$ cat config.mk
export PLATFORM = sky130hd
export DESIGN_NAME = threshold_peak_hit_detector
export DESIGN_NICKNAME = d
export VERILOG_FILES = /design/src/rtl/core/tpd_pkg.sv /design/src/rtl/core/tpd_peak_core.sv /design/src/rtl/core/threshold_peak_hit_detector.sv
export SDC_FILE = /design/constraint.sdc
export NUM_CORES = 1
export LEC_CHECK = 0
export ABC_CLOCK_PERIOD_IN_PS = 4750
export BUFFER_PORTS_ARGS = -buffer_cell sky130_fd_sc_hd__buf_2
export CORE_UTILIZATION = 54
export DETAILED_ROUTE_END_ITERATION = 12
export PLACE_DENSITY = 0.8
export SYNTH_ARGS = -nofsm -noshare
export SYNTH_HDL_FRONTEND = slang
export SYNTH_SLANG_ARGS = --single-unit
$ cat constraint.sdc
create_clock -name clock -period 4.75 [get_ports clock]
set_clock_uncertainty 0.15 [all_clocks]
set_input_delay 0.7125 -clock clock [delete_from_list [all_inputs] [get_ports clock]]
set_output_delay 0.7125 -clock clock [all_outputs]
set_load 0.01 [all_outputs]
$ cat src/rtl/core/tpd_pkg.sv
// Types and constants of the threshold peak hit detector.
package tpd_pkg;

   localparam int unsigned SampleWidth = 24;
   localparam int unsigned LevelWidth  = 23;
   localparam int unsigned CountWidth  = 32;
   localparam int unsigned SmallWidth  = 4;
   localparam int unsigned CsrIdxWidth = 2;

   // Search phases
   localparam logic [1:0] PH_IDLE      = 2'd0;
   localparam logic [1:0] PH_FIRST     = 2'd1;
   localparam logic [1:0] PH_SEARCH    = 2'd2;
   localparam logic [1:0] PH_WAIT_ZERO = 2'd3;

   // Register indexes
   localparam logic [CsrIdxWidth-1:0] CSR_TRIGGER_LEVEL = 2'd0;
   localparam logic [CsrIdxWidth-1:0] CSR_RISE_MARGIN   = 2'd1;
   localparam logic [CsrIdxWidth-1:0] CSR_HOLDOFF_PEAKS = 2'd2;
   localparam logic [CsrIdxWidth-1:0] CSR_FALLS_TO_END  = 2'd3;

   localparam logic [LevelWidth-1:0] TRIGGER_LEVEL_RST = 23'd335544;
   localparam logic [LevelWidth-1:0] RISE_MARGIN_RST   = 23'd201327;
   localparam logic [SmallWidth-1:0] HOLDOFF_PEAKS_RST = 4'd2;
   localparam logic [SmallWidth-1:0] FALLS_TO_END_RST  = 4'd2;

   typedef struct packed {
      logic [LevelWidth-1:0] trigger_level;
      logic [LevelWidth-1:0] rise_margin;
      logic [SmallWidth-1:0] holdoff_peaks;
      logic [SmallWidth-1:0] falls_to_end;
   } cfg_type;

   typedef struct packed {
      logic                          is_hit;
      logic                          is_follow_up;
      logic signed [SampleWidth-1:0] peak_value;
      logic [CountWidth-1:0]         peak_index;
      logic [CountWidth-1:0]         end_index;
   } result_type;

endpackage

$ cat src/rtl/core/tpd_peak_core.sv
// Peak search state and per-sample decision logic.
module tpd_peak_core import tpd_pkg::*; (
   input  logic                          clock,
   input  logic                          reset,
   input  logic                          step,
   input  logic signed [SampleWidth-1:0] sample,
   input  cfg_type                       cfg,
   output logic                          res_valid,
   output result_type                    res
);

   logic [1:0]                    phase_ff, phase_in;
   logic [SmallWidth-1:0]         fall_ff, fall_in;
   logic signed [SampleWidth-1:0] max_ff, max_in;
   logic [CountWidth-1:0]         rise_ff, rise_in;
   logic signed [SampleWidth-1:0] prev_ff, prev_in;
   logic [SmallWidth-1:0]         hold_ff, hold_in;
   logic [CountWidth-1:0]         count_ff, count_in;

   logic                  above_trigger;
   logic                  at_or_below_zero;
   logic [SmallWidth-1:0] fall_next;
   logic [SmallWidth-1:0] fall_limit;
   logic                  follow;
   logic [SmallWidth-1:0] hold_dec;
   logic signed [SampleWidth+1:0] max_wide;
   logic signed [SampleWidth+1:0] bar_wide;
   logic                  hit;

   assign count_in         = count_ff + 1'b1;
   assign above_trigger    = $signed({sample[SampleWidth-1], sample})
                             > $signed({2'b00, cfg.trigger_level});
   assign at_or_below_zero = sample[SampleWidth-1] || (sample == '0);
   assign fall_next        = fall_ff + 1'b1;
   assign fall_limit       = (cfg.falls_to_end == '0) ? SmallWidth'(1) : cfg.falls_to_end;
   assign follow           = (hold_ff != '0);
   assign hold_dec         = follow ? (hold_ff - 1'b1) : hold_ff;
   assign max_wide         = $signed({{2{max_ff[SampleWidth-1]}}, max_ff});
   assign bar_wide         = $signed({{2{prev_ff[SampleWidth-1]}}, prev_ff})
                             + $signed({3'b000, cfg.rise_margin});
   assign hit              = (hold_dec == '0) && (max_wide > bar_wide);

   always_comb begin
      phase_in  = phase_ff;
      fall_in   = fall_ff;
      max_in    = max_ff;
      rise_in   = rise_ff;
      prev_in   = prev_ff;
      hold_in   = hold_ff;
      res_valid = 1'b0;
      res.is_hit       = hit;
      res.is_follow_up = follow;
      res.peak_value   = max_ff;
      res.peak_index   = rise_ff;
      res.end_index    = count_in;
      case (phase_ff)
         PH_IDLE: begin
            if (above_trigger) phase_in = PH_FIRST;
         end
         PH_FIRST: begin
            max_in   = sample;
            fall_in  = '0;
            phase_in = PH_SEARCH;
         end
         PH_WAIT_ZERO: begin
            if (at_or_below_zero) phase_in = PH_IDLE;
         end
         PH_SEARCH: begin
            if (sample > max_ff) begin
               max_in  = sample;
               rise_in = count_in;
               fall_in = '0;
            end else if (fall_next < fall_limit) begin
               fall_in = fall_next;
            end else begin
               // peak finished: settle hold-off, record it, report one beat
               hold_in   = hit ? cfg.holdoff_peaks : hold_dec;
               prev_in   = max_ff;
               phase_in  = PH_WAIT_ZERO;
               fall_in   = '0;
               res_valid = 1'b1;
            end
         end
         default: begin
            phase_in = PH_IDLE;
         end
      endcase
   end

   always_ff @(posedge clock) begin
      if (reset) begin
         phase_ff <= PH_IDLE;
         fall_ff  <= '0;
         max_ff   <= '0;
         rise_ff  <= '0;
         prev_ff  <= '0;
         hold_ff  <= '0;
         count_ff <= '0;
      end else if (step) begin
         phase_ff <= phase_in;
         fall_ff  <= fall_in;
         max_ff   <= max_in;
         rise_ff  <= rise_in;
         prev_ff  <= prev_in;
         hold_ff  <= hold_in;
         count_ff <= count_in;
      end
   end

endmodule

$ cat src/rtl/core/threshold_peak_hit_detector.sv
// Top level of the threshold peak hit detector.
//
// Samples enter on the req_ channel (valid/ready), one 24-bit two's
// complement code per beat. A result beat leaves on the rsp_ channel only
// when a peak search ends; most samples produce no result.
// Registers are written through the csr_ port (write enable, index, data);
// the user must write them only while the block is idle, which the block
// does not enforce; they take effect on the next sample. A result is
// registered by the clock edge that accepts the sample ending its peak.
// Throughput: one sample per cycle while no result is stalled; every sample
// is decided by one pass of compare and count logic between the state
// registers and the result register.
// A stalled receiver holds the result register; a new sample is taken in
// the same cycle the held result is taken, and none while it waits.
// Reset (synchronous) returns the search to idle, clears the sample count,
// the previous peak and the hold-off, and loads register defaults.
module threshold_peak_hit_detector import tpd_pkg::*; (
   input  logic                          clock,
   input  logic                          reset,
   input  logic                          req_valid,
   output logic                          req_ready,
   input  logic signed [SampleWidth-1:0] req_sample_code,
   output logic                          rsp_valid,
   input  logic                          rsp_ready,
   output logic                          rsp_is_hit,
   output logic                          rsp_is_follow_up,
   output logic signed [SampleWidth-1:0] rsp_peak_value,
   output logic [CountWidth-1:0]         rsp_peak_index,
   output logic [CountWidth-1:0]         rsp_end_index,
   input  logic                          csr_wr_en,
   input  logic [CsrIdxWidth-1:0]        csr_index,
   input  logic [LevelWidth-1:0]         csr_wdata
);

   cfg_type    cfg_ff;
   logic       rsp_valid_ff;
   result_type rsp_ff;
   logic       accept;
   logic       res_valid;
   result_type res;

   assign req_ready = !rsp_valid_ff || rsp_ready;
   assign accept    = req_valid && req_ready;

   always_ff @(posedge clock) begin
      if (reset) begin
         cfg_ff.trigger_level <= TRIGGER_LEVEL_RST;
         cfg_ff.rise_margin   <= RISE_MARGIN_RST;
         cfg_ff.holdoff_peaks <= HOLDOFF_PEAKS_RST;
         cfg_ff.falls_to_end  <= FALLS_TO_END_RST;
      end else if (csr_wr_en) begin
         case (csr_index)
            CSR_TRIGGER_LEVEL: cfg_ff.trigger_level <= csr_wdata;
            CSR_RISE_MARGIN:   cfg_ff.rise_margin   <= csr_wdata;
            CSR_HOLDOFF_PEAKS: cfg_ff.holdoff_peaks <= csr_wdata[SmallWidth-1:0];
            CSR_FALLS_TO_END:  cfg_ff.falls_to_end  <= csr_wdata[SmallWidth-1:0];
            default: begin
            end
         endcase
      end
   end

   tpd_peak_core u_core (
      .clock     (clock),
      .reset     (reset),
      .step      (accept),
      .sample    (req_sample_code),
      .cfg       (cfg_ff),
      .res_valid (res_valid),
      .res       (res)
   );

   // drop the held beat when taken; load a new one only on an accepted sample
   always_ff @(posedge clock) begin
      if (reset) begin
         rsp_valid_ff <= 1'b0;
      end else if (req_ready) begin
         rsp_valid_ff <= accept && res_valid;
      end
   end

   always_ff @(posedge clock) begin
      if (accept && res_valid) begin
         rsp_ff <= res;
      end
   end

   assign rsp_valid        = rsp_valid_ff;
   assign rsp_is_hit       = rsp_ff.is_hit;
   assign rsp_is_follow_up = rsp_ff.is_follow_up;
   assign rsp_peak_value   = rsp_ff.peak_value;
   assign rsp_peak_index   = rsp_ff.peak_index;
   assign rsp_end_index    = rsp_ff.end_index;

endmodule

---- Word-level counts from Yosys, hierarchy flattened ----
Cells that the tools add are included.
operators by class
  add/sub/neg operators ................... 4
  multiply operators ...................... 0
  div/mod/pow operators ................... 0
  magnitude comparators ................... 4
  equality and inequality tests ........... 11
  shifts and indexed selects .............. 0
  muxes and demuxes ....................... 16
  bitwise operators ....................... 2
  reduce and logical (&&, ||, !) cells .... 22
operator list
  operator               count
  $gt 24x24->1           2
  $pmux 24 s2            1
  $add 32x1->32 const B  1
  $add 24x24->25         1
  $gt 24x25->1           1
  $logic_not 24->1       1
  $mux 24                1
  $mux 4                 5
  $reduce_and 2->1       5
  $eq 2x2->1 const B     4
  $logic_not 4->1        2
  $mux 2                 4
  $pmux 2 s4             1
  $pmux 4 s2             1
  $ne 2x1->1 const B     3
  $reduce_and 3->1       2
  $reduce_and 5->1       1
  $add 4x1->4 const B    1
  $eq 2x1->1 const B     2
  $logic_not 2->1        2
  $lt 4x4->1             1
  $ne 2x2->1 const B     2
  $reduce_and 4->1       1
  $reduce_bool 4->1      1
  other kinds (7)        13
storage, ports and cells
  bits in registers ....................... 267
  latch bits .............................. 0
  RAM bits ................................ 0
  ROM bits ................................ 0
  bits of input ports ..................... 54
  output and inout port bits .............. 92
  word-level logic and storage cells ...... 76
  memories kept ........................... 0

---- Depth between registers and ports, before layout ----
Gate-level depths: netlist of the first run.
  depth in word-level cells ............... 7
  mapped depth ............................ 21
  mapped depth without buffers ............ 21

---- Modules after synthesis ----
Synthesis of the first run repeated with hierarchy kept, for this count alone.
unflattened totals
  cell total of the unflattened synthesis .. 1311
  area total of the unflattened synthesis .. 13221.4 um2
by module, submodules not included
  module                       times used  cells each  area each (um2)  seq. area each (um2)
  tpd_peak_core                1           998         8261.7           2442.3
  threshold_peak_hit_detector  1           313         4959.8           3803.6

---- Worst setup path after synthesis of the first run ----
OpenSTA, ideal clock, no wires.
  path type ............................... reg2reg
  from .................................... register cfg_ff[8] (netlist name)
  to ...................................... register u_core.hold_ff[1]
  setup time .............................. 0.058 ns
  data arrival time ....................... 4.230 ns
  setup slack ............................. 0.311 ns
  cell stages (with the launch flop) ...... 22
  clock period less this slack ............ 4.439 ns
  path through ............................ dfxtp_1 -> ha_1 -> fa_1 -> a21o_1 -> a2111oi_0 -> o21ai_0 -> o21ai_0 -> a311oi_1 -> a211o_1 -> a21oi_1 -> nand2b_1 -> nand3b_1 -> ha_1 -> inv_1 -> nor3_1 -> o221ai_1 -> o211ai_1 -> o211a_1 -> o21a_1 -> nand2_1 -> a21oi_1 -> o221a_2
RTL lines
  element               RTL line                           source
  start, declared       threshold_peak_hit_detector.sv:35  cfg_type cfg_ff;
  end signal, assigned  tpd_peak_core.sv:105               hold_ff <= hold_in;
  end, declared         tpd_peak_core.sv:17                logic [SmallWidth-1:0] hold_ff, hold_in;

==> metrics.txt, run 1 <==
r2r setup slk 0.06 ns; crit-path leading delay family compound AO/OA/AOI/OAI gates; Synth area leader dfxtp_1; post-synth top area share 0.263; Critical Path RT 5.03 ns; Die Area 25,600 µm²; combinational power share 0.106; Total GRT Usage 0.245; unique cell type count in the Yosys netlist 67; CP Launch Point cfg_ff[9]; initial antenna violation count 6; Port-buffer cells 145; CP Buf/Inv Count 3; final critical-path required period 4.69 ns; Root Buffer clkbuf_16; NetSw 1270 µW; Leak 0.00661 µW; Core Rows 57; CTS sink cnt 267; Max Cap Viol 0; WS Path Type reg2reg; Setup WS post-layout 0.0597 ns; Post-DRT Antenna Nets 0; worst rel slew slack 0.287; Peak Freq 213 MHz; Slew @ Worst Pin 1.07 ns; hold depth 3; top post-synthesis cells by area dfxtp_1 26%, edfxtp_1 20%, ha_1 9.7%, mux2i_1 6.5%, nand2_1 4.0%; Core Area 24,400 µm²; HPWL after DPL 22,500 µm; H-tree levels 1; Pint 3890 µW; Worst Hold Path EP cfg_ff[20]; Mapped Area 13,500 µm²; Worst Hold Launch csr_wdata[12]; Initial Util 0.553; Slowest-stage cell, CP o41ai_4; crit-path cells buf_4 > ha_4 > a211oi_4 > o21ai_2 > a211o_1 > o41ai_4 > o21ai_2 > o41ai_2 > o21bai_1 > a21oi_1 > xor2_1 > ha_1 > nand3_2 > buf_4 > buf_6 > nor4_4 > nand2_1 > o211a_1 > o21a_4 > nand2_2 > nand3_1 > o221a_2; CP max FO 5; Avg Synthesized Cell Area 9.89 µm²; # setup viols final 0; CTS tree done; first-pass GRT wire length 50,900 µm; Synthesis Warnings 0; hold buffers post-CTS 0; grt ovf 0; layout cells sized above 1 0.173; Final Wtd Congestion 0.874; total power draw 5160 µW; Synth Register Bits 267; PwrDens 331 nW/µm²; DP Cell Count 1,789; Critical R2R Capture u_core.hold_ff[1]; io pins 146; Worst setup EP type flip-flop; clk_lat worst skew 0.54 ns; post-synthesis sequential area ratio 0.463; worst hold path type in2reg; FILL cells 1,955; nets 1,657; chip width 160 µm; Post-synth EDFFs 90; pre-CTS setup slack -0.408 ns; worst r2r path cells 22; Chip Height 160 µm; vias 10,600; part of the power in registers 0.478; cell count after synthesis 1,364; vias per cell 5.77; reg2reg start cfg_ff[9]; final WL 32,000 µm; Final Max Tran Viols 0; worst IR drop on VDD 241 µV; Worst EP arrival 4.97 ns; clk slew on worst S/H paths 0.06 ns; drt first pass iters 5; CTS Buffer Depth 3; status finished, final reports clean; Avg WL per Cell 17.3 µm; Tcrit/Tclk final 0.987; vias in the first global route 10,300; Top FF cell, synth dfxtp_1; post-synth net total 1,524; Worst path max stage delay 0.39 ns; CP Launch Type flip-flop; Non-Filler Instances 1,846; Iter 0 DRT Violations 748; pin count of the biggest net entering global routing 97; Syn-to-layout area delta 15.6%; CTS buffer count 26; DRC Markers 0; clock group share of total power 0.416; final hold violations 0; Net Sw Frac 0.245; Async SR Flop Fraction 0
==> routing by layer <==
| metal | wire, µm | global-route usage | part of all wire |
|---|---|---|---|
| met5 | 13 | 0 | 0.00041 |
| met4 | 927 | 0.0961 | 0.029 |
| met3 | 1970 | 0.0325 | 0.062 |
| met2 | 15000 | 0.410 | 0.47 |
| met1 | 14000 | 0.322 | 0.44 |
==> power by group through the flow <==
stage | registers [µW] | logic [µW] | clock network (µW)
5_1_grt | 2470 | 607 | 2260
2_1_floorplan | 2480 | 356 | 0
4_1_cts | 2460 | 508 | 2170
3_5_place_dp | 2510 | 503 | 0
3_3_place_gp | 2510 | 484 | 0
6_report | 2470 | 546 | 2140
==> timing repair <==
| action | CTS | global route |
|---|---|---|
| endpoints found under the setup margin | 5 | 4 |
| resized for setup | 7 | 32 |
| buffers inserted | 0 | 4 |
| pin swaps | 1 | 22 |
==> cell usage after synthesis (4+ instances only) <==
cell type	n
dfxtp_1	177
nand2_1	143
nor2_1	122
ha_1	105
edfxtp_1	90
mux2i_1	87
a21oi_1	79
inv_1	75
clkbuf_1	51
nand4_1	41
nor3_1	41
xor2_1	40
and3_1	39
xnor2_1	35
o21ai_0	29
nand3_1	26
a21o_1	23
o311ai_1	20
o211ai_1	16
or3_1	10
o21a_1	9
buf_6	8
a211oi_1	7
nand2b_1	7
nor4_1	6
a211o_1	5
nand3b_1	5
o21bai_1	5
and2_1	4
and4_1	4
nor2b_1	4
o311ai_0	4
==> flip-flops by register name (all words and copies together), names as in the netlist, 24 cells and up <==
name / flops
rsp_end_index: 32
cfg_ff: 54
u_core.max_ff: 24
rsp_peak_value: 24
u_core.rise_ff: 32
u_core.count_ff: 32
u_core.prev_ff: 24
rsp_peak_index: 32
==> cell type report <==
type / instances / area, µm² / share of cell area
antenna: 5 / 12.5 / 0.000803
clock buffer: 32 / 703 / 0.0451
clock inverter: 16 / 191 / 0.0123
inverter: 76 / 298 / 0.0191
multi-input combinational: 956 / 6790 / 0.435
sequential: 267 / 6250 / 0.401
tap: 324 / 405 / 0.0260
timing repair buffer: 170 / 945 / 0.0606
==> tightest hold or removal path: cells and delay by family <==
kind	cells	cell delay (ns)
AND/OR/NAND/NOR	2	0.12
buffers and inverters	1	0.09
==> stage by stage <==
stage	instance area (µm²)	setup TNS [ns]	hold WS (ns)	util
2_1_floorplan	13500	0	0.258	-
3_3_place_gp	14500	-1.03	0.261	0.594
3_5_place_dp	14500	-1.49	0.265	0.594
4_1_cts	15400	0	0.258	0.631
5_1_grt	15600	-0.228	0.274	0.639
6_report	15600	0	0.270	0.639
==> how the worst max path moves through the flow <==
| stage | to | slack [ns] | cells past startpoint |
|---|---|---|---|
| after global routing | u_core.hold_ff[1] | -0.09 | 22 |
| after floorplan | u_core.hold_ff[1] | 0.31 | 21 |
| final | u_core.hold_ff[1] | 0.06 | 22 |
| after global placement | u_core.hold_ff[1] | -0.29 | 21 |
| after detailed placement | u_core.hold_ff[0] | -0.41 | 21 |
| after CTS | u_core.hold_ff[0] | 0.002 | 21 |
==> cells by family (layout without fill, tap and decap cells) <==
family	after synthesis	in the layout	share of synthesized area
buffers and inverters	141	294	0.0473
AND/OR/NAND/NOR	465	465	0.167
other	0	5	0
adder cells (fa/ha/maj)	106	106	0.0989
multiplexers	88	88	0.0654
flip-flops	267	267	0.463
XOR/XNOR	75	75	0.0487
AO/OA/AOI/OAI	222	222	0.110
==> cells in the final DEF, fill, tap and decap left out, drive strengths merged, types with 29 or more instances in the layout <==
master and n:
and3 40, dfxtp 177, nand4 41, buf 170, nand2 143, edfxtp 90, xnor2 35, clkbuf 32
o21ai 31, nand3 29, ha 105, nor2 122, a21oi 79, xor2 40, inv 76, mux2i 87
nor3 43
Power figures use the tool's default switching activity.
==> inputs of run 2 (changes only) <==
CORE_UTILIZATION = 55   (was 54)
CTS_BUF_LIST = sky130_fd_sc_hd__clkbuf_8   (was unset)
PLACE_DENSITY = 0.81   (was 0.8)
RECOVER_POWER = 25   (was unset)
==> run 2 against run 1 <==
  * The flow now finishes with violations (capacitance limit, slew limit)
  * Worst hold slack lost 0.059 ns
  * Total power shrank 1.6%
  * Register-to-register slack better by 0.03 ns
  * Clock power decreased by 4%
  * Routed wire length up 2.9%
  * Core utilization is 1.9 points higher
  * Die area fell by 1.8%
  * Sequential power hardly changed
  * Largest cell class unchanged
  * Final area grew 0.30%
  * Sequential share of layout area fell by 0.066 points
==> metrics.txt, run 2 (same netlist as run 1, synthesis figures left out) <==
status complete, but fails checks; failing checks capacitance limit, slew limit; vias 10,700; final hold violations 0; most frequent cells in the layout 168 x dfxtp_1, 144 x buf_2, 142 x nand2_1; Critical R2R Capture u_core.hold_ff[2]; final instance area 15,600 µm²; Worst EP arrival 4.98 ns; Core Area 23,800 µm²; io pins 146; HPWL after DPL 22,600 µm; TNS Setup 0 ns; worst r2r path cells 22; reg2reg start u_core.prev_ff[4]; Non-Filler Instances 1,869; Leak 0.00665 µW; # setup viols final 0; total power draw 5080 µW; CP Launch Type flip-flop; clk_lat worst skew 0.58 ns; worst hold path type in2reg; Chip Height 159 µm; vias per cell 5.71; Total GRT Usage 0.259; DRC Markers 0; Worst path max stage delay 0.37 ns; H-tree levels 2; largest register by flop count cfg_ff; Peak Freq 215 MHz; max reg flops 54; Syn-to-layout area delta 15.9%; Critical Path RT 5.07 ns; Avg WL per Cell 17.6 µm; worst hold slack 0.211 ns; pin count of the biggest net entering global routing 89; CTS Buffer Depth 3; CTS tree done; CP max FO 5; crit-path cells ha_4 > o211a_1 > and3_1 > a211o_1 > o41ai_2 > buf_4 > o21ai_4 > o41ai_2 > o21bai_1 > a21oi_1 > xor2_1 > ha_1 > nand3_2 > nor3_4 > buf_4 > o211ai_1 > a21oi_1 > o211a_1 > o21a_4 > buf_6 > a32oi_1 > o31ai_1; r2r setup slk 0.09 ns; Core Rows 56; Final Max Tran Viols 153; Final Wtd Congestion 0.907; Iter 0 DRT Violations 838; worst rel slew slack -0.696; clk slew on worst S/H paths 0.06 ns; final critical-path required period 4.66 ns; commonest non-fill, non-tap cell in the layout dfxtp_1; layout cells sized above 1 0.186; CTS sink cnt 267; Slew @ Worst Pin 2.54 ns; Die Area 25,200 µm²; Worst Hold Path EP cfg_ff[25]; Slowest-stage cell, CP o41ai_2; WS Path Type reg2reg; CP Launch Point u_core.prev_ff[4]; Worst Hold Launch csr_wdata[17]; Port-buffer cells 145; Root Buffer clkbuf_8; grt ovf 0; Tcrit/Tclk final 0.981; chip width 159 µm; hold depth 3; final WL 32,900 µm; nets 1,677; DP Cell Count 1,786; Post-DRT Antenna Nets 0; CTS buffer count 42; vias in the first global route 10,000; Initial Util 0.568; worst IR drop on VDD 181 µV; initial antenna violation count 2; drt first pass iters 5; post-place instance area 14,500 µm²; Worst setup EP type flip-flop; Max Cap Viol 3; PwrDens 325 nW/µm²; first-pass GRT wire length 50,800 µm; RSZ-0062 raised after global routing true
==> run 2: cell count changes in the layout (fill, tap and decap cells not counted), sizes merged <==
cell | previous run | this run
inv | 76 | 84
clkinv | 11 | 15
clkbuf | 32 | 51
diode | 5 | 2
==> run 2: how the worst max path moves through the flow <==
stage | endpoint | slack (ns) | depth (start not counted)
after detailed placement | u_core.hold_ff[1] | -0.32 | 21
after global routing | u_core.hold_ff[2] | -0.12 | 22
final | u_core.hold_ff[2] | 0.09 | 22
after CTS | u_core.hold_ff[1] | 0.01 | 21
after floorplan | u_core.hold_ff[1] | 0.31 | 21
after global placement | u_core.hold_ff[0] | -0.24 | 21
==> run 2: worst max-delay path, delay by kind of cell (launching register included) <==
family | cells | cell delay [ns]
xor+xnor | 1 | 0.09
flops | 1 | 0.33
buf+inv | 3 | 0.42
compound gates | 13 | 2.46
fa+ha+maj | 2 | 0.56
simple gates | 3 | 0.51
==> run 2: final cells by class <==
class	instances	area [µm²]
antenna	2	5.00
clock buffer	47	647
clock inverter	28	235
fill	1844	8110
inverter	76	298
multi-input combinational	956	6830
sequential	267	6260
tap	319	399
timing repair buffer	174	963
==> run 2: report_power, final <==
| group | leakage (µW) | total (µW) | switching, µW | internal (µW) |
|---|---|---|---|---|
| clock | 0.000486 | 2060 | 924 | 1130 |
| combinational | 0.00378 | 552 | 328 | 223 |
| sequential | 0.00239 | 2470 | 67.8 | 2400 |
| total | 0.00665 | 5080 | 1320 | 3760 |
==> run 2: layer usage <==
metal	routed length, µm	up-vias	track usage
li1	-	5189	-
met1	14500	5071	0.352
met2	15400	346	0.418
met3	2140	70	0.0370
met4	906	0	0.0989
met5	0	-	0
==> run 2: metrics by stage <==
step	setup WS (ns)	util
2_1_floorplan	0.311	-
3_3_place_gp	-0.244	0.610
3_5_place_dp	-0.318	0.610
4_1_cts	0.0133	0.648
5_1_grt	-0.117	0.658
6_report	0.0901	0.658
==> run 2: repair_timing <==
| action | in CTS | in global routing |
|---|---|---|
| pin swaps | 1 | 27 |
| setup endpoints to repair | 4 | 5 |
| buffers inserted | 1 | 5 |
| gates resized for setup | 7 | 44 |
| hold buffers | 0 | 0 |
